==> src/design/dff_pkg.sv <==
// Shared constants, types and arithmetic helpers for the diffusive face flux block.
package dff_pkg;

    // Fixed-point format: signed Q(WORD_BITS-FRAC_BITS).FRAC_BITS words.
    localparam int FRAC_BITS = 16;
    localparam int WORD_BITS = 32;

    // Non-negative quantities (densities, diffusivities, spacings) use one bit less.
    localparam int POS_W  = WORD_BITS - 1;
    localparam int SEL_W  = 2;
    localparam int PROD_W = POS_W + WORD_BITS;

    // Boundary numerator 9*here - 8*below - above needs five extra bits.
    localparam int NUM_W       = WORD_BITS + 5;
    localparam int DIV_DIGITS  = (NUM_W - 1 + 3) / 4;
    localparam int DIV_W       = 4 * DIV_DIGITS;
    localparam int DIV_HI_DIGS = (DIV_DIGITS + 1) / 2;
    localparam int DIV_LO_DIGS = DIV_DIGITS - DIV_HI_DIGS;

    // Division of a six-bit partial remainder by three: v * 43 >> 7 is exact below 48.
    localparam int DIV3_RECIP = 43;
    localparam int DIV3_SHIFT = 7;
    localparam int DIV3_PW    = 13;

    localparam logic [WORD_BITS-1:0] WMAX     = {1'b0, {(WORD_BITS-1){1'b1}}};
    localparam logic [WORD_BITS-1:0] WMIN_MAG = {1'b1, {(WORD_BITS-1){1'b0}}};
    localparam logic [POS_W-1:0]     ONE_Q    = POS_W'(1) << FRAC_BITS;

    localparam int REG_IDX_W = 3;

    typedef enum logic [SEL_W-1:0] {
        DIR_X = 2'd0,
        DIR_Y = 2'd1,
        DIR_Z = 2'd2
    } dff_dir_e;

    typedef enum logic [SEL_W-1:0] {
        CLS_THETA  = 2'd0,
        CLS_SCALAR = 2'd1,
        CLS_TKE    = 2'd2
    } dff_cls_e;

    typedef enum logic [SEL_W-1:0] {
        BND_INTERIOR = 2'd0,
        BND_LOW      = 2'd1,
        BND_HIGH     = 2'd2
    } dff_bnd_e;

    typedef enum logic [REG_IDX_W-1:0] {
        REG_DENSITY_MODE  = 3'd0,
        REG_TURBULENCE_ON = 3'd1,
        REG_ALPHA_THETA   = 3'd2,
        REG_ALPHA_SCALAR  = 3'd3,
        REG_INV_DX        = 3'd4,
        REG_INV_DY        = 3'd5,
        REG_INV_DZ        = 3'd6
    } dff_reg_e;

    typedef struct packed {
        logic             density_mode;
        logic             turbulence_on;
        logic [POS_W-1:0] alpha_theta;
        logic [POS_W-1:0] alpha_scalar;
        logic [POS_W-1:0] inv_dx;
        logic [POS_W-1:0] inv_dy;
        logic [POS_W-1:0] inv_dz;
    } dff_cfg_t;

    // Item handed from the coefficient front end to the multiplier chain.
    typedef struct packed {
        logic [POS_W-1:0]     alpha;
        logic [WORD_BITS-1:0] mag;
        logic                 neg;
        logic                 sat;
        logic [POS_W-1:0]     inv;
        logic [POS_W-1:0]     mapf;
        logic                 is_xy;
    } dff_mid_t;

    typedef struct packed {
        logic [WORD_BITS-1:0] mag;
        logic                 sat;
    } dff_clip_t;

    // Drops the fraction bits of a non-negative product and clips it to lim.
    function automatic dff_clip_t clip_shift(input logic [PROD_W-1:0] prod,
                                             input logic [WORD_BITS-1:0] lim);
        logic [PROD_W-FRAC_BITS-1:0] r;
        dff_clip_t res;
        r = prod[PROD_W-1:FRAC_BITS];
        res.sat = (r > (PROD_W-FRAC_BITS)'(lim));
        res.mag = res.sat ? lim : r[WORD_BITS-1:0];
        return res;
    endfunction

    // One radix-16 long-division step by three: returns {quotient digit, remainder}.
    function automatic logic [5:0] div3_nibble(input logic [1:0] rem, input logic [3:0] nib);
        logic [5:0]         v;
        logic [DIV3_PW-1:0] p;
        logic [3:0]         q;
        logic [5:0]         q3;
        v  = {rem, nib};
        p  = DIV3_PW'(v) * DIV3_PW'(DIV3_RECIP);
        q  = 4'(p >> DIV3_SHIFT);
        q3 = 6'(q) * 6'd3;
        return {q, 2'(v - q3)};
    endfunction

endpackage

==> src/design/dff_cfg.sv <==
// Configuration register file with a plain write port.
module dff_cfg (
    input  logic                             clk,
    input  logic                             rst_n,
    input  logic                             wr_en,
    input  logic [dff_pkg::REG_IDX_W-1:0]    index,
    input  logic [dff_pkg::POS_W-1:0]        wdata,
    output dff_pkg::dff_cfg_t                cfg
);
    import dff_pkg::*;

    dff_cfg_t cfg_reg;

    always_ff @(posedge clk or negedge rst_n)
    begin
        if (!rst_n)
        begin
            cfg_reg.density_mode  <= 1'b0;
            cfg_reg.turbulence_on <= 1'b0;
            cfg_reg.alpha_theta   <= '0;
            cfg_reg.alpha_scalar  <= '0;
            cfg_reg.inv_dx        <= ONE_Q;
            cfg_reg.inv_dy        <= ONE_Q;
            cfg_reg.inv_dz        <= ONE_Q;
        end
        else if (wr_en)
        begin
            case (index)
                REG_DENSITY_MODE:  cfg_reg.density_mode  <= wdata[0];
                REG_TURBULENCE_ON: cfg_reg.turbulence_on <= wdata[0];
                REG_ALPHA_THETA:   cfg_reg.alpha_theta   <= wdata;
                REG_ALPHA_SCALAR:  cfg_reg.alpha_scalar  <= wdata;
                REG_INV_DX:        cfg_reg.inv_dx        <= wdata;
                REG_INV_DY:        cfg_reg.inv_dy        <= wdata;
                REG_INV_DZ:        cfg_reg.inv_dz        <= wdata;
                default:           ;
            endcase
        end
    end

    assign cfg = cfg_reg;

endmodule

==> config.mk <==
export PLATFORM = sky130hd
export DESIGN_NAME = dff_cfg
export DESIGN_NICKNAME = d
export VERILOG_FILES = /design/src/design/dff_pkg.sv /design/src/design/dff_cfg.sv
export SDC_FILE = /design/constraint.sdc
export NUM_CORES = 1
export LEC_CHECK = 0
export BUFFER_PORTS_ARGS = -buffer_cell sky130_fd_sc_hd__buf_2
export CORE_ASPECT_RATIO = 0.9
export CORE_MARGIN = 2
export CORE_UTILIZATION = 35
export DETAILED_ROUTE_END_ITERATION = 8
export HOLD_SLACK_MARGIN = 0.1
export PLACE_DENSITY = 0.61
export SETUP_SLACK_MARGIN = 0.3
export SYNTH_ARGS = -nofsm -noshare
export SYNTH_HDL_FRONTEND = slang
export SYNTH_SLANG_ARGS = --single-unit
==> constraint.sdc <==
create_clock -name clk -period 1 [get_ports clk]
set_input_delay 0.05 -clock clk [delete_from_list [all_inputs] [get_ports clk]]
set_output_delay 0.05 -clock clk [all_outputs]
set_load 0.1 [all_outputs]
======== Word level (Yosys, flattened, before mapping) ========
Cells that the tools add are included.
W data, S select, Z words.
word-level totals
  bits in registers ....................... 157
  word-level logic and storage cells ...... 21
  output and inout port bits .............. 157
cells by class
  reductions and logical operators ........ 8
  eq/ne operators ......................... 6
operators with widths
  cell                  count
  $reduce_and A2 Y1     7
  $eq A3 B3 Y1 const B  3
  $eq A3 B2 Y1 const B  2
  $eq A3 B1 Y1 const B  1
  $logic_not A3 Y1      1

======== Depth between registers and ports, before layout ========
  depth after elaboration ................. 2
  mapped depth ............................ 3

======== Worst setup path after synthesis ========
No wires, ideal clock.
  path kind ............................... reg-to-reg
  start ................................... reg, netlist name cfg[138]
  end ..................................... reg cfg_reg, in the netlist cfg[138]
  arrival time ............................ 1.152 ns
  stages on the path, launching flop included .. 2
  clock period less this slack ............ 1.280 ns
  path slack .............................. -0.280 ns
  required time ........................... 0.872 ns
  cells stage by stage .................... dfrtp_1 > mux2_1
RTL lines
  element        line           source
  end, declared  dff_cfg.sv:12  dff_cfg_t cfg_reg;

======== Worst setup path in the final report ========
  start ................................... reg cfg_reg, in the netlist cfg[16]
  end ..................................... out cfg[16] (netlist bit)
RTL lines
  element        line          source
  end, declared  dff_cfg.sv:8  output dff_pkg::dff_cfg_t cfg
No word-level cell between the ends.

==> qor.log <==
qor: status.run_status complete, but fails checks
qor: status.failed_checks negative hold slack, negative setup slack
qor: global_routing.pin_count_of_the_biggest_net_entering_global_routing 50
qor: cells_and_area.drive_above_1_share 94.6%
qor: cells_and_area.final_core_util 73.7%
qor: global_routing.gr-usage-all-layers 19.9%
qor: clocking.clock_tree.buffer_depth 2
qor: sta.max_slew.worst_pin.slew 0.296 ns
qor: cells_and_area.register_area 4520 sq um
qor: setup_path.critPathMaxStageDelay 0.63 ns
qor: setup_path.criticalPathCategory flip-flop to output port
qor: clocking.tritoncts.num_buffers 17
qor: detailed_routing.avgRoutedWirePerCell 20.8 microns
qor: sta.grt_setup_unrepaired yes
qor: sta.max_clock_freq 0.788 GHz
qor: sta.postLayoutSetupSlackWorst -0.268 ns
qor: setup_path.required 0.95 ns
qor: floorplan.num_io_pins 194
qor: sta.worst_clock_skew 0 ns
qor: global_routing.grt_overflow 0
qor: yosys.synth_xor_xnor_area_share 0%
qor: floorplan.core_region_area 16300 sq um
qor: cells_and_area.max_ffs_per_register 157
qor: cells_and_area.nFillCells 976
qor: detailed_routing.vias_post_dr 3973
qor: setup_path.endpoint_kind output port
qor: cells_and_area.layout.cell_area.non_filler 12000 sq um
qor: yosys.gate_count_after_technology_mapping 336
qor: power_and_ir_drop.power.density_cell_area 3110 nW/um^2
qor: sta.final.period_utilization 127%
qor: place.pre_cts_slack -0.238 ns
qor: power_and_ir_drop.max-vdd-ir-drop 2010 uV
qor: setup_path.critPathArrivalTime 1.22 ns
qor: yosys.syn_avg_cell_area 17.5 sq um
qor: yosys.synth_top_cell_by_area sky130_fd_sc_hd__dfrtp_1
qor: yosys.synth_area_leaders sky130_fd_sc_hd__dfrtp_1, sky130_fd_sc_hd__mux2_2, sky130_fd_sc_hd__dfstp_2, sky130_fd_sc_hd__buf_6, sky130_fd_sc_hd__buf_2
qor: place.placedInstanceArea 10500 sq um
qor: floorplan.row_count 44
qor: clocking.tritoncts_num_sinks 157
qor: detailed_routing.drt-pass1-iter-count 4
qor: clocking.clock_insertion_delay_worst_skew 0.41 ns
qor: global_routing.antenna_found_initial 0
qor: yosys.post_synth_fa_ha_maj_area_fraction 0%
qor: setup_path.cpLargestDelayFamily flip-flops
qor: global_routing.grt_first_pass_wirelength 26.9 mm
qor: place.hpwlAfterDp 11.1 mm
qor: clocking.cts_root_buffer sky130_fd_sc_hd__clkbuf_16
qor: detailed_routing.drc_errors 0
qor: floorplan.die_height 127 microns
qor: sta.final-setup-viol-count 176
qor: cells_and_area.mostFrequentLayoutCell sky130_fd_sc_hd__buf_12
qor: yosys.synth_top_family_by_area multiplexers
qor: floorplan.design.die.area 17900 sq um
qor: hold_path.hold_path.class input port to flip-flop
qor: sta.slew_headroom 80.0%
qor: setup_path.worstPathBufferInverterCount 1
qor: yosys.synth-compound-area-share 0%
qor: place.gp_congestion 0.746
qor: yosys.synth.cell_area 5890 sq um
qor: power_and_ir_drop.p_leak 5.30 nW
qor: setup_path.timing.critical_path.cells buf_12
qor: clocking.htreeDepth 4
qor: yosys.synthSimpleGateAreaFrac 1.32%
qor: cells_and_area.multi_input_comb_area 2230 sq um
qor: sta.report.final.hold_viol_count 10
qor: yosys.yosys-mux-area-fraction 30.0%
qor: yosys.synth_warnings 0
qor: yosys.yosysTopAreaCellShare 65.4%
qor: clocking.clk_pin_slew 0.06 ns
qor: detailed_routing.finalWirelength 17.5 mm
qor: global_routing.first_global_vias 4457
qor: cells_and_area.nNetsFinal 658
qor: cells_and_area.layout.cells.most_common_list sky130_fd_sc_hd__buf_12, sky130_fd_sc_hd__dfrtp_4, sky130_fd_sc_hd__mux2_4
qor: sta.whs -0.0405 ns
qor: cells_and_area.insertedDiodeCount 0
qor: detailed_routing.route.detailed.vias_per_inst 4.72
qor: cells_and_area.syn_to_final_growth 104%
qor: detailed_routing.first_iter_violations 123
qor: clocking.cts_tree built
qor: setup_path.crit_slowest_cell sky130_fd_sc_hd__dfstp_4
qor: setup_path.crit_fanout 2
qor: yosys.synth-seq-area-share 66.8%
qor: yosys.synth.ff_latch_count 157
qor: floorplan.die-width 141 microns
qor: run.maxCapViolations 0
qor: yosys.mappedNetlistNets 373
qor: yosys.synth.distinct_cells 10
qor: setup_path.critPathLaunchType flip-flop
qor: sta.timing_max_transition_violations_final 0
qor: sta.time_the_worst_path_needs_with_i_o_delays_and_setup 1.27 ns
qor: clocking.holdBufCountCts 29
qor: detailed_routing.route.antenna.remaining_nets 0
qor: place.place.port_buffers 193
qor: floorplan.floorplan.initialDensity 36.1%
## cell type report
cell class | instances | share of cell area, %
clock buffers | 20 | 3.88
clock inverters | 12 | 1.31
multi-input cells | 164 | 18.6
flip-flops and latches | 157 | 37.6
well taps | 207 | 2.16
repair buffers | 281 | 36.4
## per-layer routing
| metal | routed length, microns | part of all wire [%] | global-route usage (%) | up-vias |
|---|---|---|---|---|
| met5 | 0 | 0 | 0 | - |
| met4 | 167 | 0.95 | 4.41 | 0 |
| met3 | 1230 | 7.0 | 8.25 | 12 |
| met2 | 8630 | 49 | 31.9 | 128 |
| met1 | 7460 | 43 | 25.5 | 2070 |
| li1 | - | - | - | 1763 |
## synth_stat cells
| cell type | count |
|---|---|
| sky130_fd_sc_hd__dfstp_2 | 3 |
| sky130_fd_sc_hd__mux2_1 | 4 |
| sky130_fd_sc_hd__nand4b_1 | 3 |
| sky130_fd_sc_hd__dfrtp_1 | 154 |
| sky130_fd_sc_hd__buf_2 | 9 |
| sky130_fd_sc_hd__buf_6 | 6 |
| sky130_fd_sc_hd__and4bb_4 | 2 |
| sky130_fd_sc_hd__nor4b_1 | 1 |
| sky130_fd_sc_hd__nor4bb_1 | 1 |
| sky130_fd_sc_hd__mux2_2 | 153 |
## cells by family after synthesis
logic type    Yosys count
flops                 157
simple gates            7
buf+inv                15
mux                   157
## metrics by stage
step	cells	TNS (ns)	total power, mW
floorplan	336	-2.95	21.9
global placement	733	-24.28	29.4
detailed placement	733	-27.96	29.6
CTS	818	-24.36	37.1
global route	841	-28.22	38.4
finish	841	-22.49	37.4
## path summary, 6_finish.rpt
| kind | startpoint | end | slack [ns] | cells past startpoint |
|---|---|---|---|---|
| setup reg to reg | cfg[122] | cfg[122] | -0.10 | 3 |
| hold / removal | wdata[21] | cfg[52] | -0.04 | 2 |
| min in group asynchronous | rst_n | cfg[124] | 0.01 | 2 |
| hold reg to reg | cfg[53] | cfg[53] | 0.59 | 1 |
| max in group asynchronous | rst_n | cfg[47] | 0.44 | 3 |
| setup / recovery | cfg[16] | cfg[16] | -0.27 | 1 |
## timing repair
| action | CTS | global route |
|---|---|---|
| endpoints found under the setup margin | 314 | 314 |
| hold endpoints to repair | 314 | 23 |
| resized for setup | 27 | 28 |
| buffers inserted | 24 | 23 |
## report_power, final
| part | internal [mW] | total [mW] | switching, mW |
|---|---|---|---|
| sequential | 8.71 | 10.4 | 1.69 |
| clock | 4.15 | 6.81 | 2.66 |
| combinational | 7.89 | 20.2 | 12.3 |
| total | 20.8 | 37.4 | 16.6 |
Power figures use the tool's default switching activity.
