==> src/design/dff_pkg.sv <==
// Shared constants, types and arithmetic helpers for the diffusive face flux block.
package dff_pkg;

    // Fixed-point format: signed Q(WORD_BITS-FRAC_BITS).FRAC_BITS words.
    localparam int FRAC_BITS = 16;
    localparam int WORD_BITS = 32;

    // Non-negative quantities (densities, diffusivities, spacings) use one bit less.
    localparam int POS_W  = WORD_BITS - 1;
    localparam int SEL_W  = 2;
    localparam int PROD_W = POS_W + WORD_BITS;

    // Boundary numerator 9*here - 8*below - above needs five extra bits.
    localparam int NUM_W       = WORD_BITS + 5;
    localparam int DIV_DIGITS  = (NUM_W - 1 + 3) / 4;
    localparam int DIV_W       = 4 * DIV_DIGITS;
    localparam int DIV_HI_DIGS = (DIV_DIGITS + 1) / 2;
    localparam int DIV_LO_DIGS = DIV_DIGITS - DIV_HI_DIGS;

    // Division of a six-bit partial remainder by three: v * 43 >> 7 is exact below 48.
    localparam int DIV3_RECIP = 43;
    localparam int DIV3_SHIFT = 7;
    localparam int DIV3_PW    = 13;

    localparam logic [WORD_BITS-1:0] WMAX     = {1'b0, {(WORD_BITS-1){1'b1}}};
    localparam logic [WORD_BITS-1:0] WMIN_MAG = {1'b1, {(WORD_BITS-1){1'b0}}};
    localparam logic [POS_W-1:0]     ONE_Q    = POS_W'(1) << FRAC_BITS;

    localparam int REG_IDX_W = 3;

    typedef enum logic [SEL_W-1:0] {
        DIR_X = 2'd0,
        DIR_Y = 2'd1,
        DIR_Z = 2'd2
    } dff_dir_e;

    typedef enum logic [SEL_W-1:0] {
        CLS_THETA  = 2'd0,
        CLS_SCALAR = 2'd1,
        CLS_TKE    = 2'd2
    } dff_cls_e;

    typedef enum logic [SEL_W-1:0] {
        BND_INTERIOR = 2'd0,
        BND_LOW      = 2'd1,
        BND_HIGH     = 2'd2
    } dff_bnd_e;

    typedef enum logic [REG_IDX_W-1:0] {
        REG_DENSITY_MODE  = 3'd0,
        REG_TURBULENCE_ON = 3'd1,
        REG_ALPHA_THETA   = 3'd2,
        REG_ALPHA_SCALAR  = 3'd3,
        REG_INV_DX        = 3'd4,
        REG_INV_DY        = 3'd5,
        REG_INV_DZ        = 3'd6
    } dff_reg_e;

    typedef struct packed {
        logic             density_mode;
        logic             turbulence_on;
        logic [POS_W-1:0] alpha_theta;
        logic [POS_W-1:0] alpha_scalar;
        logic [POS_W-1:0] inv_dx;
        logic [POS_W-1:0] inv_dy;
        logic [POS_W-1:0] inv_dz;
    } dff_cfg_t;

    // Item handed from the coefficient front end to the multiplier chain.
    typedef struct packed {
        logic [POS_W-1:0]     alpha;
        logic [WORD_BITS-1:0] mag;
        logic                 neg;
        logic                 sat;
        logic [POS_W-1:0]     inv;
        logic [POS_W-1:0]     mapf;
        logic                 is_xy;
    } dff_mid_t;

    typedef struct packed {
        logic [WORD_BITS-1:0] mag;
        logic                 sat;
    } dff_clip_t;

    // Drops the fraction bits of a non-negative product and clips it to lim.
    function automatic dff_clip_t clip_shift(input logic [PROD_W-1:0] prod,
                                             input logic [WORD_BITS-1:0] lim);
        logic [PROD_W-FRAC_BITS-1:0] r;
        dff_clip_t res;
        r = prod[PROD_W-1:FRAC_BITS];
        res.sat = (r > (PROD_W-FRAC_BITS)'(lim));
        res.mag = res.sat ? lim : r[WORD_BITS-1:0];
        return res;
    endfunction

    // One radix-16 long-division step by three: returns {quotient digit, remainder}.
    function automatic logic [5:0] div3_nibble(input logic [1:0] rem, input logic [3:0] nib);
        logic [5:0]         v;
        logic [DIV3_PW-1:0] p;
        logic [3:0]         q;
        logic [5:0]         q3;
        v  = {rem, nib};
        p  = DIV3_PW'(v) * DIV3_PW'(DIV3_RECIP);
        q  = 4'(p >> DIV3_SHIFT);
        q3 = 6'(q) * 6'd3;
        return {q, 2'(v - q3)};
    endfunction

endpackage

==> src/design/dff_ifs.sv <==
// Valid/ready channel interfaces for face items and flux results.
interface dff_face_if;
    import dff_pkg::*;

    logic                        valid;
    logic                        ready;
    logic [SEL_W-1:0]            direction;
    logic [SEL_W-1:0]            quantity_class;
    logic [SEL_W-1:0]            boundary_case;
    logic signed [WORD_BITS-1:0] prim_below;
    logic signed [WORD_BITS-1:0] prim_here;
    logic signed [WORD_BITS-1:0] prim_above;
    logic [POS_W-1:0]            rho_below;
    logic [POS_W-1:0]            rho_here;
    logic [POS_W-1:0]            mu_below;
    logic [POS_W-1:0]            mu_here;
    logic [POS_W-1:0]            map_factor;

    modport source (
        output valid, direction, quantity_class, boundary_case, prim_below, prim_here,
               prim_above, rho_below, rho_here, mu_below, mu_here, map_factor,
        input  ready
    );

    modport sink (
        input  valid, direction, quantity_class, boundary_case, prim_below, prim_here,
               prim_above, rho_below, rho_here, mu_below, mu_here, map_factor,
        output ready
    );
endinterface


==> src/design/dff_front.sv <==
// Front end: effective diffusivity and clipped face difference, four pipeline stages.
module dff_front (
    input  logic               clk,
    input  logic               rst_n,
    input  dff_pkg::dff_cfg_t  cfg,
    dff_face_if.sink           face,
    output logic               mid_valid,
    input  logic               mid_ready,
    output dff_pkg::dff_mid_t  mid
);
    import dff_pkg::*;

    localparam int NST    = 4;
    localparam int DIFF_W = WORD_BITS + 1;
    localparam int XHI_W  = 4 * DIV_HI_DIGS;
    localparam int XLO_W  = 4 * DIV_LO_DIGS;

    typedef struct packed {
        logic [POS_W-1:0]     inv;
        logic [POS_W-1:0]     mapf;
        logic                 is_xy;
        logic                 use_bnd;
        logic                 sign;
        logic [WORD_BITS-1:0] dmag;
        logic                 dneg;
        logic                 dsat;
    } front_side_t;

    logic [NST-1:0] v_reg;
    logic [NST-1:0] adv;

    // Stage 1 registers
    front_side_t             s1_side_reg, s1_side_next;
    logic [POS_W-1:0]        s1_avg_rho_reg, s1_avg_rho_next;
    logic [POS_W-1:0]        s1_avg_mu_reg, s1_avg_mu_next;
    logic [POS_W-1:0]        s1_alpha_reg, s1_alpha_next;
    logic signed [NUM_W-1:0] s1_num_reg, s1_num_next;

    // Stage 2 registers
    front_side_t             s2_side_reg;
    logic [PROD_W-1:0]       s2_dens_reg, s2_dens_next;
    logic [POS_W-1:0]        s2_alpha_reg;
    logic [POS_W-1:0]        s2_avg_mu_reg;
    logic [DIV_W-1:0]        s2_x_reg, s2_x_next;

    // Stage 3 registers
    front_side_t             s3_side_reg;
    logic [POS_W-1:0]        s3_alpha_reg, s3_alpha_next;
    logic                    s3_asat_reg, s3_asat_next;
    logic [XHI_W-1:0]        s3_qhi_reg, s3_qhi_next;
    logic [1:0]              s3_rem_reg, s3_rem_next;
    logic [XLO_W-1:0]        s3_xlo_reg;

    // Stage 4 register
    dff_mid_t                s4_mid_reg, s4_mid_next;

    // Ready ripples back: a stage advances when it is empty or the next one advances.
    always_comb
    begin
        adv[NST-1] = !v_reg[NST-1] || mid_ready;
        for (int k = NST - 2; k >= 0; k--)
        begin
            adv[k] = !v_reg[k] || adv[k+1];
        end
    end

    assign face.ready = adv[0];

    always_ff @(posedge clk or negedge rst_n)
    begin
        if (!rst_n)
        begin
            v_reg <= '0;
        end
        else
        begin
            if (adv[0])
            begin
                v_reg[0] <= face.valid;
            end
            for (int k = 1; k < NST; k++)
            begin
                if (adv[k])
                begin
                    v_reg[k] <= v_reg[k-1];
                end
            end
        end
    end

    // Stage 1: averages, coefficient selection, boundary numerator, interior difference.
    logic [POS_W:0]           rho_sum;
    logic [POS_W:0]           mu_sum;
    logic signed [NUM_W-1:0]  here_x;
    logic signed [NUM_W-1:0]  below_x;
    logic signed [NUM_W-1:0]  above_x;
    logic signed [DIFF_W-1:0] d_int;
    logic signed [DIFF_W-1:0] d_neg;
    logic                     d_hi_sat;
    logic                     d_lo_sat;

    always_comb
    begin
        rho_sum         = {1'b0, face.rho_below} + {1'b0, face.rho_here};
        mu_sum          = {1'b0, face.mu_below} + {1'b0, face.mu_here};
        s1_avg_rho_next = rho_sum[POS_W:1];
        s1_avg_mu_next  = mu_sum[POS_W:1];

        case (face.quantity_class)
            CLS_THETA:  s1_alpha_next = cfg.alpha_theta;
            CLS_SCALAR: s1_alpha_next = cfg.alpha_scalar;
            default:    s1_alpha_next = '0;
        endcase

        case (face.direction)
            DIR_X:   s1_side_next.inv = cfg.inv_dx;
            DIR_Y:   s1_side_next.inv = cfg.inv_dy;
            default: s1_side_next.inv = cfg.inv_dz;
        endcase

        s1_side_next.mapf    = face.map_factor;
        s1_side_next.is_xy   = face.direction inside {DIR_X, DIR_Y};
        s1_side_next.use_bnd = !s1_side_next.is_xy &&
                               (face.boundary_case inside {BND_LOW, BND_HIGH});

        here_x      = NUM_W'(face.prim_here);
        below_x     = NUM_W'(face.prim_below);
        above_x     = NUM_W'(face.prim_above);
        s1_num_next = (here_x <<< 3) + here_x - (below_x <<< 3) - above_x;
        // The high face takes the negated stencil.
        s1_side_next.sign = s1_num_next[NUM_W-1] ^ (face.boundary_case == BND_HIGH);

        d_int    = DIFF_W'(face.prim_here) - DIFF_W'(face.prim_below);
        d_neg    = -d_int;
        d_hi_sat = !d_int[DIFF_W-1] && d_int[DIFF_W-2];
        d_lo_sat = d_int[DIFF_W-1] && !d_int[DIFF_W-2];
        s1_side_next.dneg = d_int[DIFF_W-1];
        s1_side_next.dsat = d_hi_sat || d_lo_sat;
        if (d_lo_sat)
        begin
            s1_side_next.dmag = WMIN_MAG;
        end
        else if (d_hi_sat)
        begin
            s1_side_next.dmag = WMAX;
        end
        else if (d_int[DIFF_W-1])
        begin
            s1_side_next.dmag = d_neg[WORD_BITS-1:0];
        end
        else
        begin
            s1_side_next.dmag = d_int[WORD_BITS-1:0];
        end
    end

    // Stage 2: density product and the dividend |num| + 1 for the rounded division.
    logic signed [NUM_W-1:0] num_abs;

    always_comb
    begin
        s2_dens_next = PROD_W'(s1_avg_rho_reg) * PROD_W'(s1_alpha_reg);
        num_abs      = s1_num_reg[NUM_W-1] ? -s1_num_reg : s1_num_reg;
        s2_x_next    = DIV_W'(num_abs[NUM_W-2:0]) + DIV_W'(1);
    end

    // Stage 3: diffusivity clip and eddy term; upper quotient digits.
    dff_clip_t              dens_clip;
    logic [WORD_BITS-1:0]   alpha_a;
    logic [WORD_BITS:0]     alpha_sum;
    logic                   sat_a;
    logic [5:0]             hi_step;
    logic [1:0]             hi_rem;

    always_comb
    begin
        dens_clip = clip_shift(s2_dens_reg, WMAX);
        if (cfg.density_mode)
        begin
            alpha_a = dens_clip.mag;
            sat_a   = dens_clip.sat;
        end
        else
        begin
            alpha_a = WORD_BITS'(s2_alpha_reg);
            sat_a   = 1'b0;
        end

        alpha_sum = (WORD_BITS+1)'(alpha_a) + (WORD_BITS+1)'(s2_avg_mu_reg);
        if (cfg.turbulence_on)
        begin
            if (alpha_sum > (WORD_BITS+1)'(WMAX))
            begin
                alpha_a = WMAX;
                sat_a   = 1'b1;
            end
            else
            begin
                alpha_a = alpha_sum[WORD_BITS-1:0];
            end
        end
        s3_alpha_next = alpha_a[POS_W-1:0];
        s3_asat_next  = sat_a;

        hi_rem      = 2'd0;
        hi_step     = '0;
        s3_qhi_next = '0;
        for (int i = 0; i < DIV_HI_DIGS; i++)
        begin
            hi_step = div3_nibble(hi_rem, s2_x_reg[DIV_W-1-4*i -: 4]);
            s3_qhi_next[XHI_W-1-4*i -: 4] = hi_step[5:2];
            hi_rem = hi_step[1:0];
        end
        s3_rem_next = hi_rem;
    end

    // Stage 4: lower quotient digits, sign and clip of the difference.
    logic [5:0]       lo_step;
    logic [1:0]       lo_rem;
    logic [XLO_W-1:0] q_lo;
    logic [DIV_W-1:0] q_all;

    always_comb
    begin
        lo_rem  = s3_rem_reg;
        lo_step = '0;
        q_lo    = '0;
        for (int i = 0; i < DIV_LO_DIGS; i++)
        begin
            lo_step = div3_nibble(lo_rem, s3_xlo_reg[XLO_W-1-4*i -: 4]);
            q_lo[XLO_W-1-4*i -: 4] = lo_step[5:2];
            lo_rem = lo_step[1:0];
        end
        q_all = {s3_qhi_reg, q_lo};

        s4_mid_next.alpha = s3_alpha_reg;
        s4_mid_next.inv   = s3_side_reg.inv;
        s4_mid_next.mapf  = s3_side_reg.mapf;
        s4_mid_next.is_xy = s3_side_reg.is_xy;

        if (!s3_side_reg.use_bnd)
        begin
            s4_mid_next.mag = s3_side_reg.dmag;
            s4_mid_next.neg = s3_side_reg.dneg;
            s4_mid_next.sat = s3_asat_reg || s3_side_reg.dsat;
        end
        else if (s3_side_reg.sign)
        begin
            // A zero quotient is a positive zero.
            s4_mid_next.neg = (q_all != '0);
            if (q_all > DIV_W'(WMIN_MAG))
            begin
                s4_mid_next.mag = WMIN_MAG;
                s4_mid_next.sat = 1'b1;
            end
            else
            begin
                s4_mid_next.mag = q_all[WORD_BITS-1:0];
                s4_mid_next.sat = s3_asat_reg;
            end
        end
        else
        begin
            s4_mid_next.neg = 1'b0;
            if (q_all > DIV_W'(WMAX))
            begin
                s4_mid_next.mag = WMAX;
                s4_mid_next.sat = 1'b1;
            end
            else
            begin
                s4_mid_next.mag = q_all[WORD_BITS-1:0];
                s4_mid_next.sat = s3_asat_reg;
            end
        end
    end

    always_ff @(posedge clk)
    begin
        if (adv[0])
        begin
            s1_side_reg    <= s1_side_next;
            s1_avg_rho_reg <= s1_avg_rho_next;
            s1_avg_mu_reg  <= s1_avg_mu_next;
            s1_alpha_reg   <= s1_alpha_next;
            s1_num_reg     <= s1_num_next;
        end
        if (adv[1])
        begin
            s2_side_reg   <= s1_side_reg;
            s2_dens_reg   <= s2_dens_next;
            s2_alpha_reg  <= s1_alpha_reg;
            s2_avg_mu_reg <= s1_avg_mu_reg;
            s2_x_reg      <= s2_x_next;
        end
        if (adv[2])
        begin
            s3_side_reg  <= s2_side_reg;
            s3_alpha_reg <= s3_alpha_next;
            s3_asat_reg  <= s3_asat_next;
            s3_qhi_reg   <= s3_qhi_next;
            s3_rem_reg   <= s3_rem_next;
            s3_xlo_reg   <= s2_x_reg[XLO_W-1:0];
        end
        if (adv[3])
        begin
            s4_mid_reg <= s4_mid_next;
        end
    end

    assign mid_valid = v_reg[NST-1];
    assign mid       = s4_mid_reg;

`ifndef SYNTHESIS
    a_accept_enters: assert property (@(posedge clk) disable iff (!rst_n)
        face.valid && face.ready |=> v_reg[0])
        else $error("accepted face transaction did not enter the first stage");

    a_mid_hold: assert property (@(posedge clk) disable iff (!rst_n)
        v_reg[NST-1] && !mid_ready |=> v_reg[NST-1] && $stable(s4_mid_reg))
        else $error("stalled front-end item changed or vanished");

    a_neg_nonzero: assert property (@(posedge clk) disable iff (!rst_n)
        mid_valid && mid.neg |-> mid.mag != '0)
        else $error("negative difference with zero magnitude");
`endif

endmodule

==> src/flat_wrapper.sv <==
// flat-port wrapper written by rule: the top's interface ports become plain ports
module dff_front_flat import dff_pkg::*;
  (clk, rst_n, cfg, mid_valid, mid_ready, mid, face_valid, face_direction, face_quantity_class, face_boundary_case, face_prim_below, face_prim_here, face_prim_above, face_rho_below, face_rho_here, face_mu_below, face_mu_here, face_map_factor, face_ready);
  dff_face_if face_i ();
  input  logic clk;
  input  logic rst_n;
  input  dff_pkg::dff_cfg_t cfg;
  output logic mid_valid;
  input  logic mid_ready;
  output dff_pkg::dff_mid_t mid;
  input wire logic [$bits(face_i.valid)-1:0] face_valid;
  input wire logic [$bits(face_i.direction)-1:0] face_direction;
  input wire logic [$bits(face_i.quantity_class)-1:0] face_quantity_class;
  input wire logic [$bits(face_i.boundary_case)-1:0] face_boundary_case;
  input wire logic [$bits(face_i.prim_below)-1:0] face_prim_below;
  input wire logic [$bits(face_i.prim_here)-1:0] face_prim_here;
  input wire logic [$bits(face_i.prim_above)-1:0] face_prim_above;
  input wire logic [$bits(face_i.rho_below)-1:0] face_rho_below;
  input wire logic [$bits(face_i.rho_here)-1:0] face_rho_here;
  input wire logic [$bits(face_i.mu_below)-1:0] face_mu_below;
  input wire logic [$bits(face_i.mu_here)-1:0] face_mu_here;
  input wire logic [$bits(face_i.map_factor)-1:0] face_map_factor;
  output wire logic [$bits(face_i.ready)-1:0] face_ready;
  assign face_i.valid = face_valid;
  assign face_i.direction = face_direction;
  assign face_i.quantity_class = face_quantity_class;
  assign face_i.boundary_case = face_boundary_case;
  assign face_i.prim_below = face_prim_below;
  assign face_i.prim_here = face_prim_here;
  assign face_i.prim_above = face_prim_above;
  assign face_i.rho_below = face_rho_below;
  assign face_i.rho_here = face_rho_here;
  assign face_i.mu_below = face_mu_below;
  assign face_i.mu_here = face_mu_here;
  assign face_i.map_factor = face_map_factor;
  assign face_ready = face_i.ready;
  dff_front u_core (.clk(clk), .rst_n(rst_n), .cfg(cfg), .face(face_i), .mid_valid(mid_valid), .mid_ready(mid_ready), .mid(mid));
endmodule
==> config.mk <==
export PLATFORM = sky130hd
export DESIGN_NAME = dff_front_flat
export DESIGN_NICKNAME = d
export VERILOG_FILES = /design/src/design/dff_pkg.sv /design/src/design/dff_ifs.sv /design/src/design/dff_front.sv /design/src/flat_wrapper.sv
export SDC_FILE = /design/constraint.sdc
export NUM_CORES = 2
export LEC_CHECK = 0
export BUFFER_PORTS_ARGS = -buffer_cell sky130_fd_sc_hd__buf_2
export CORE_UTILIZATION = 40
export DETAILED_ROUTE_END_ITERATION = 10
export MAX_ROUTING_LAYER = met4
export SLEW_MARGIN = 5
export SYNTH_ARGS = -nofsm -noshare
export SYNTH_HDL_FRONTEND = slang
export SYNTH_SLANG_ARGS = --single-unit
==> constraint.sdc <==
create_clock -name clk -period 15.56 [get_ports clk]
set_input_delay 0 -clock clk [delete_from_list [all_inputs] [get_ports clk]]
set_output_delay 0 -clock clk [all_outputs]
set_load 0.01 [all_outputs]
==> results by group, run 1 <==
Outcome
  – Status: stopped before the end
  – Last stage: detailed routing
  – Run Error: [ERROR DRT-0255] Maze Route cannot find path of net cfg[69] in worker of routeBox ( 386400 96600 ) ( 428410 144900 ).

Synth
  – Synthesized area per cell: 10.6 sq um
  – EDFF count, synth: 768
  – Main synth FF type: edfxtp_1
  – Compound-Gate Fraction of Synth Area: 7.45%
  – Mapped Cells: 6847
  – Fraction of synthesized area in multiplexers: 0.939%
  – Sequential fraction of the synthesis area: 31.8%
  – Post-synthesis simple-gate area fraction: 11.2%
  – Post-Syn Area: 72700 sq um
  – Post-Synth Adder-Cell Area: 36.8%
  – Synth cell types: 88
  – Largest family of logic cells by synthesized area: adder cells
  – Synthesized net count: 8838
  – Post-Synth XOR/XNOR Area: 4.07%
  – Yosys top cell area share: 31.7%
  – Area leader, netlist: edfxtp_1
  – Yosys reg bits: 772
  – FFs w/ async S/R, synth: 0.518%
  – Ys Warns: 0
  – Area contributors post-synth: edfxtp_1 32%, fa_1 26%, ha_1 11%

Global route
  – Initial antenna violation count: 10
  – First-pass GRT wire length: 313000 um
  – Largest net degree at the start of global routing: 132
  – Grt ovf: 0
  – Overall routing resource usage: 22.8%
  – Vias in the first global route: 54100

Place
  – GPL Wtd Cong: 0.906
  – Port Buf Inserts: 547
  – Dpl hpwl: 150000 um
  – DP Cell Count: 9567

Floorplan
  – Initial Util: 40.2%
  – Io pins: 548
  – Die width: 428 um
  – FP Rows: 156
  – Die Ht: 428 um

Clock network
  – CTS Buffer Depth: 3
  – Root Driver: clkbuf_16
  – CTS sink cnt: 772
  – Cts bufs inserted: 87
  – Postcts setup bufs: 0
  – H-tree levels: 3

STA
  – Worst_ep kind: register data pin
  – GRT worst endpoint: u_core.s3_qhi_reg[3]$_DFFE_PP_/D
per-stage QoR:
stage	util [%]	instance area, sq um	worst slack [ps]
after detailed placement	43.2	78000	384
after CTS	46.9	84800	260
after floorplan	-	72700	1520
after global routing	47.0	84900	35.2
after global placement	43.2	78000	539
cell usage after synthesis (all sizes together) (7+ instances only):
| library cell | instances |
|---|---|
| inv | 1203 |
| fa | 939 |
| nand2 | 910 |
| edfxtp | 768 |
| ha | 634 |
| nor2 | 283 |
| clkbuf | 260 |
| a21oi | 248 |
| and2 | 247 |
| xnor2 | 223 |
| o21ai | 149 |
| a21o | 132 |
| xor2 | 115 |
| nor3 | 72 |
| mux2i | 66 |
| a31oi | 55 |
| nand3 | 50 |
| o21a | 42 |
| and3 | 33 |
| nand2b | 32 |
| nor2b | 30 |
| a221o | 28 |
| nand4 | 27 |
| o21bai | 26 |
| or3 | 24 |
| o31ai | 23 |
| nor4 | 21 |
| a211oi | 20 |
| buf | 17 |
| a211o | 12 |
| a31o | 12 |
| o41ai | 11 |
| or2 | 11 |
| or4 | 11 |
| o22ai | 10 |
| o2111ai | 7 |
layer usage:
| layer | track usage (%) |
|---|---|
| met1 | 29.0 |
| met2 | 37.1 |
| met3 | 3.59 |
| met4 | 7.64 |
| met5 | - |
kinds of logic after synthesis:
group                    after synthesis
AO/OA/AOI/OAI                        837
XOR/XNOR                             338
flip-flops                           772
buffers and inverters               1480
multiplexers                          68
adder cells (fa/ha/maj)             1573
AND/OR/NAND/NOR                     1779
repair_timing:
item,CTS,global route
gates resized for setup,0,16
hold endpoints to repair,184,0
endpoints found under the setup margin,0,38
hold buffers,404,0
==> run 2, diff against run 1 <==
--- a/config.mk
+++ b/config.mk
@@ -6,9 +6,9 @@
 export NUM_CORES = 2
 export LEC_CHECK = 0
 export BUFFER_PORTS_ARGS = -buffer_cell sky130_fd_sc_hd__buf_2
-export CORE_UTILIZATION = 40
+export CORE_UTILIZATION = 25
 export DETAILED_ROUTE_END_ITERATION = 10
-export MAX_ROUTING_LAYER = met4
+export PLACE_DENSITY_LB_ADDON = 0.15
 export SLEW_MARGIN = 5
 export SYNTH_ARGS = -nofsm -noshare
 export SYNTH_HDL_FRONTEND = slang
==> run 2 against run 1 <==
The run now ends clean. Global-route usage is 6.6 points lower. Area after synthesis stayed put. Synthesized cell count stayed put.
==> results by group, run 2 <==
Outcome
  – Status: finished, final reports clean (was stopped before the end)

Cells and area
  – Most common cell after layout, fill and taps aside: inv_1
  – Flip-flop count of the largest register after layout: 128
  – Area Growth Syn to Fin: 20.2%
  – Most frequent cells in the layout: 1202 x inv_1, 939 x fa_1, 907 x nand2_1
  – Layout cells sized above 1: 11.0%
  – Fill cell count: 30000
  – Final nets: 9701

Min path
  – Cells on Worst Hold Path: 4
  – Worst Hold Class: input port to register
  – WHS Endpoint: u_core.s1_avg_rho_reg[8]$_DFFE_PP_
  – Worst hold start: face_rho_here[8]

Clock network
  – H-tree levels: 3 (unchanged)
  – Clk Latency, worst-skew pair: 730 ps
  – CTS Buffer Depth: 3 (unchanged)
  – CTS sink cnt: 772 (unchanged)
  – Clk pin slew, worst setup/hold paths: 60 ps
  – Root Driver: clkbuf_16 (unchanged)
  – Cts bufs inserted: 98 (was 87)
  – TritonCTS clock tree: built

Worst setup path
  – Most frequent CP cell: ha_1
  – Crit Path Max Fanout: 5
  – Worst reg2reg setup slack: 970 ps
  – Critical Path RT: 16020 ps
  – Worst setup SP type: register
  – Worst setup EP type: register
  – R2R Path End: u_core.s3_qhi_reg[3]$_DFFE_PP_
  – Worst setup path category: register to register
  – WP data arrival: 15050 ps
  – CP peak stage delay: 530 ps
  – Reg2reg path depth: 67
  – Slowest CP cell: fa_1
  – Worst r2r src: u_core.s2_x_reg[34]$_DFFE_PP_

Synth
  – Largest family of logic cells by synthesized area: adder cells (unchanged)
  – Post-Synth Adder-Cell Area: 36.8% (unchanged)
  – Synth cell types: 88 (unchanged)
  – EDFF count, synth: 768 (unchanged)
  – Compound-Gate Fraction of Synth Area: 7.45% (unchanged)
  – Fraction of synthesized area in multiplexers: 0.939% (unchanged)
  – Yosys reg bits: 772 (unchanged)
  – Sequential fraction of the synthesis area: 31.8% (unchanged)
  – Most frequent cell after synthesis: inv_1 (unchanged)
  – Area contributors post-synth: edfxtp_1 32%, fa_1 26%, ha_1 11% (unchanged)
  – Area leader, netlist: edfxtp_1 (unchanged)
  – Yosys top cell area share: 31.7% (unchanged)
  – Post-Synth XOR/XNOR Area: 4.07% (unchanged)
  – Ys Warns: 0 (unchanged)
  – Post-synthesis simple-gate area fraction: 11.2% (unchanged)
  – Synthesized net count: 8838 (unchanged)
  – Main synth FF type: edfxtp_1 (unchanged)
  – Mapped Cells: 6847 (unchanged)
  – Synthesized area per cell: 10.6 sq um (unchanged)
  – Post-Syn Area: 72700 sq um (unchanged)
  – Synth cell count leaders: 1203 x inv_1, 939 x fa_1, 908 x nand2_1, 768 x edfxtp_1, 634 x ha_1 (unchanged)
  – FFs w/ async S/R, synth: 0.518% (unchanged)

Drt
  – DR DRC count: 0
  – Vias per cell: 4.41
  – Routed via count: 51500
  – Routed Antenna Nets: 0
  – Routed Wire Length: 238000 um
  – Drt wl/cell: 20.4 um
  – Drt first pass iters: 6
  – Starting DRC count in detailed routing: 3381

Place
  – GPL Wtd Cong: 0.863 (was 0.906)
  – Port Buf Inserts: 547 (unchanged)
  – Dpl hpwl: 176000 um (was 150000 um)

Floorplan
  – Die width: 541 um (was 428 um)
  – Io pins: 548 (unchanged)
  – Die Ht: 541 um (was 428 um)
  – Core ar.: 289000 sq um
  – Die area: 293000 sq um
  – FP Rows: 197 (was 156)
  – Initial Util: 25.2% (was 40.2%)

Global route
  – Overall routing resource usage: 16.2% (was 22.8%)
  – Initial antenna violation count: 21 (was 10)
  – Largest net degree at the start of global routing: 123 (was 132)
  – First-pass GRT wire length: 355000 um (was 313000 um)
  – Vias in the first global route: 54500 (was 54100)
  – Grt ovf: 0 (unchanged)

STA
  – Tcrit/Tclk final: 93.7%
  – Final Setup Violations: 0
  – Skew final: 49.3 ps
  – Final Hold Fails: 0
  – Period minus WS final: 14590 ps
  – Highest clock rate: 68.6 MHz
  – Slew @ Worst Pin: 1210 ps
  – Slew HR: 19.4%
  – Setup TNS: 0 ps
  – Final Max Tran Viols: 0
  – RSZ-0062 raised after global routing: no

Run
  – # Max-Cap Violations: 0
[run 2: kinds of logic after synthesis]
family                   count (synthesis)
AND/OR/NAND/NOR                       1779
adder cells (fa/ha/maj)               1573
buffers and inverters                 1480
AO/OA/AOI/OAI                          837
flip-flops                             772
XOR/XNOR                               338
multiplexers                            68
[run 2: through the flow]
| stage | cell area, sq um | setup WS, ps | utilization [%] | hold WS [ps] | std cells |
|---|---|---|---|---|---|
| 4_1_cts | 87400 | 391 | 30.3 | 4.70 | 11700 |
| 3_5_place_dp | 80000 | 429 | 27.7 | -190 | 11100 |
| 2_1_floorplan | 72700 | 1520 | - | -296 | 6847 |
| 5_1_grt | 87400 | 50.3 | 30.3 | 13.3 | 11700 |
| 6_report | 87400 | 973 | 30.3 | 27.9 | 11700 |
| 3_3_place_gp | 80000 | 404 | 27.7 | -192 | 11100 |
[run 2: area by class of cell]
class / instances / area [sq um] / share of cell area [%]
Multi-Input combinational cell: 4595 / 44100 / 50.4
Sequential cell: 772 / 23200 / 26.5
Timing Repair Buffer: 1040 / 7480 / 8.55
Tap cell: 3880 / 4850 / 5.55
Inverter: 1203 / 4520 / 5.17
Clock buffer: 106 / 2500 / 2.86
Clock inverter: 77 / 860 / 0.983
Antenna cell: 5 / 12.5 / 0.0143
[run 2: worst max path at each step]
stage / start / to / slack [ps] / cells past startpoint
2_1_floorplan: u_core.s2_x_reg[34]$_DFFE_PP_ / u_core.s3_qhi_reg[3]$_DFFE_PP_ / 1520 / 71
3_3_place_gp: u_core.s2_x_reg[34]$_DFFE_PP_ / u_core.s3_qhi_reg[3]$_DFFE_PP_ / 400 / 71
3_5_place_dp: u_core.s2_x_reg[34]$_DFFE_PP_ / u_core.s3_qhi_reg[3]$_DFFE_PP_ / 430 / 67
4_1_cts: u_core.s2_x_reg[33]$_DFFE_PP_ / u_core.s3_qhi_reg[3]$_DFFE_PP_ / 390 / 65
5_1_grt: u_core.s3_xlo_reg[13]$_DFFE_PP_ / u_core.mid[94]$_DFFE_PP_ / 50 / 57
6_report: u_core.s2_x_reg[34]$_DFFE_PP_ / u_core.s3_qhi_reg[3]$_DFFE_PP_ / 970 / 67
[run 2: repair_timing]
action                                  in CTS  in global routing
resized for setup                            0                 10
buffers inserted                             0                  1
endpoints found under the hold margin      168                  0
endpoints found under the setup margin       0                 37
hold buffers                               396                  0
[run 2: layer usage]
layer  global-route usage, %  part of all wire [%]
met5                       0                 0.014
met4                    3.65                   2.3
met3                    2.17                   4.8
met2                    26.3                    45
met1                    22.7                    48
[run 2: worst max-delay path, delay by kind of cell, from the launching register on]
kind,cells,cell delay (ps)
AO/OA/AOI/OAI,17,3220
flip-flops,1,450
XOR/XNOR,6,1070
adder cells (fa/ha/maj),25,7790
AND/OR/NAND/NOR,7,880
buffers and inverters,12,910
Power of run 2 is left out: the tool's default activity adds up to more than one toggle a clock period on the data nets, which glitch-free logic cannot reach.
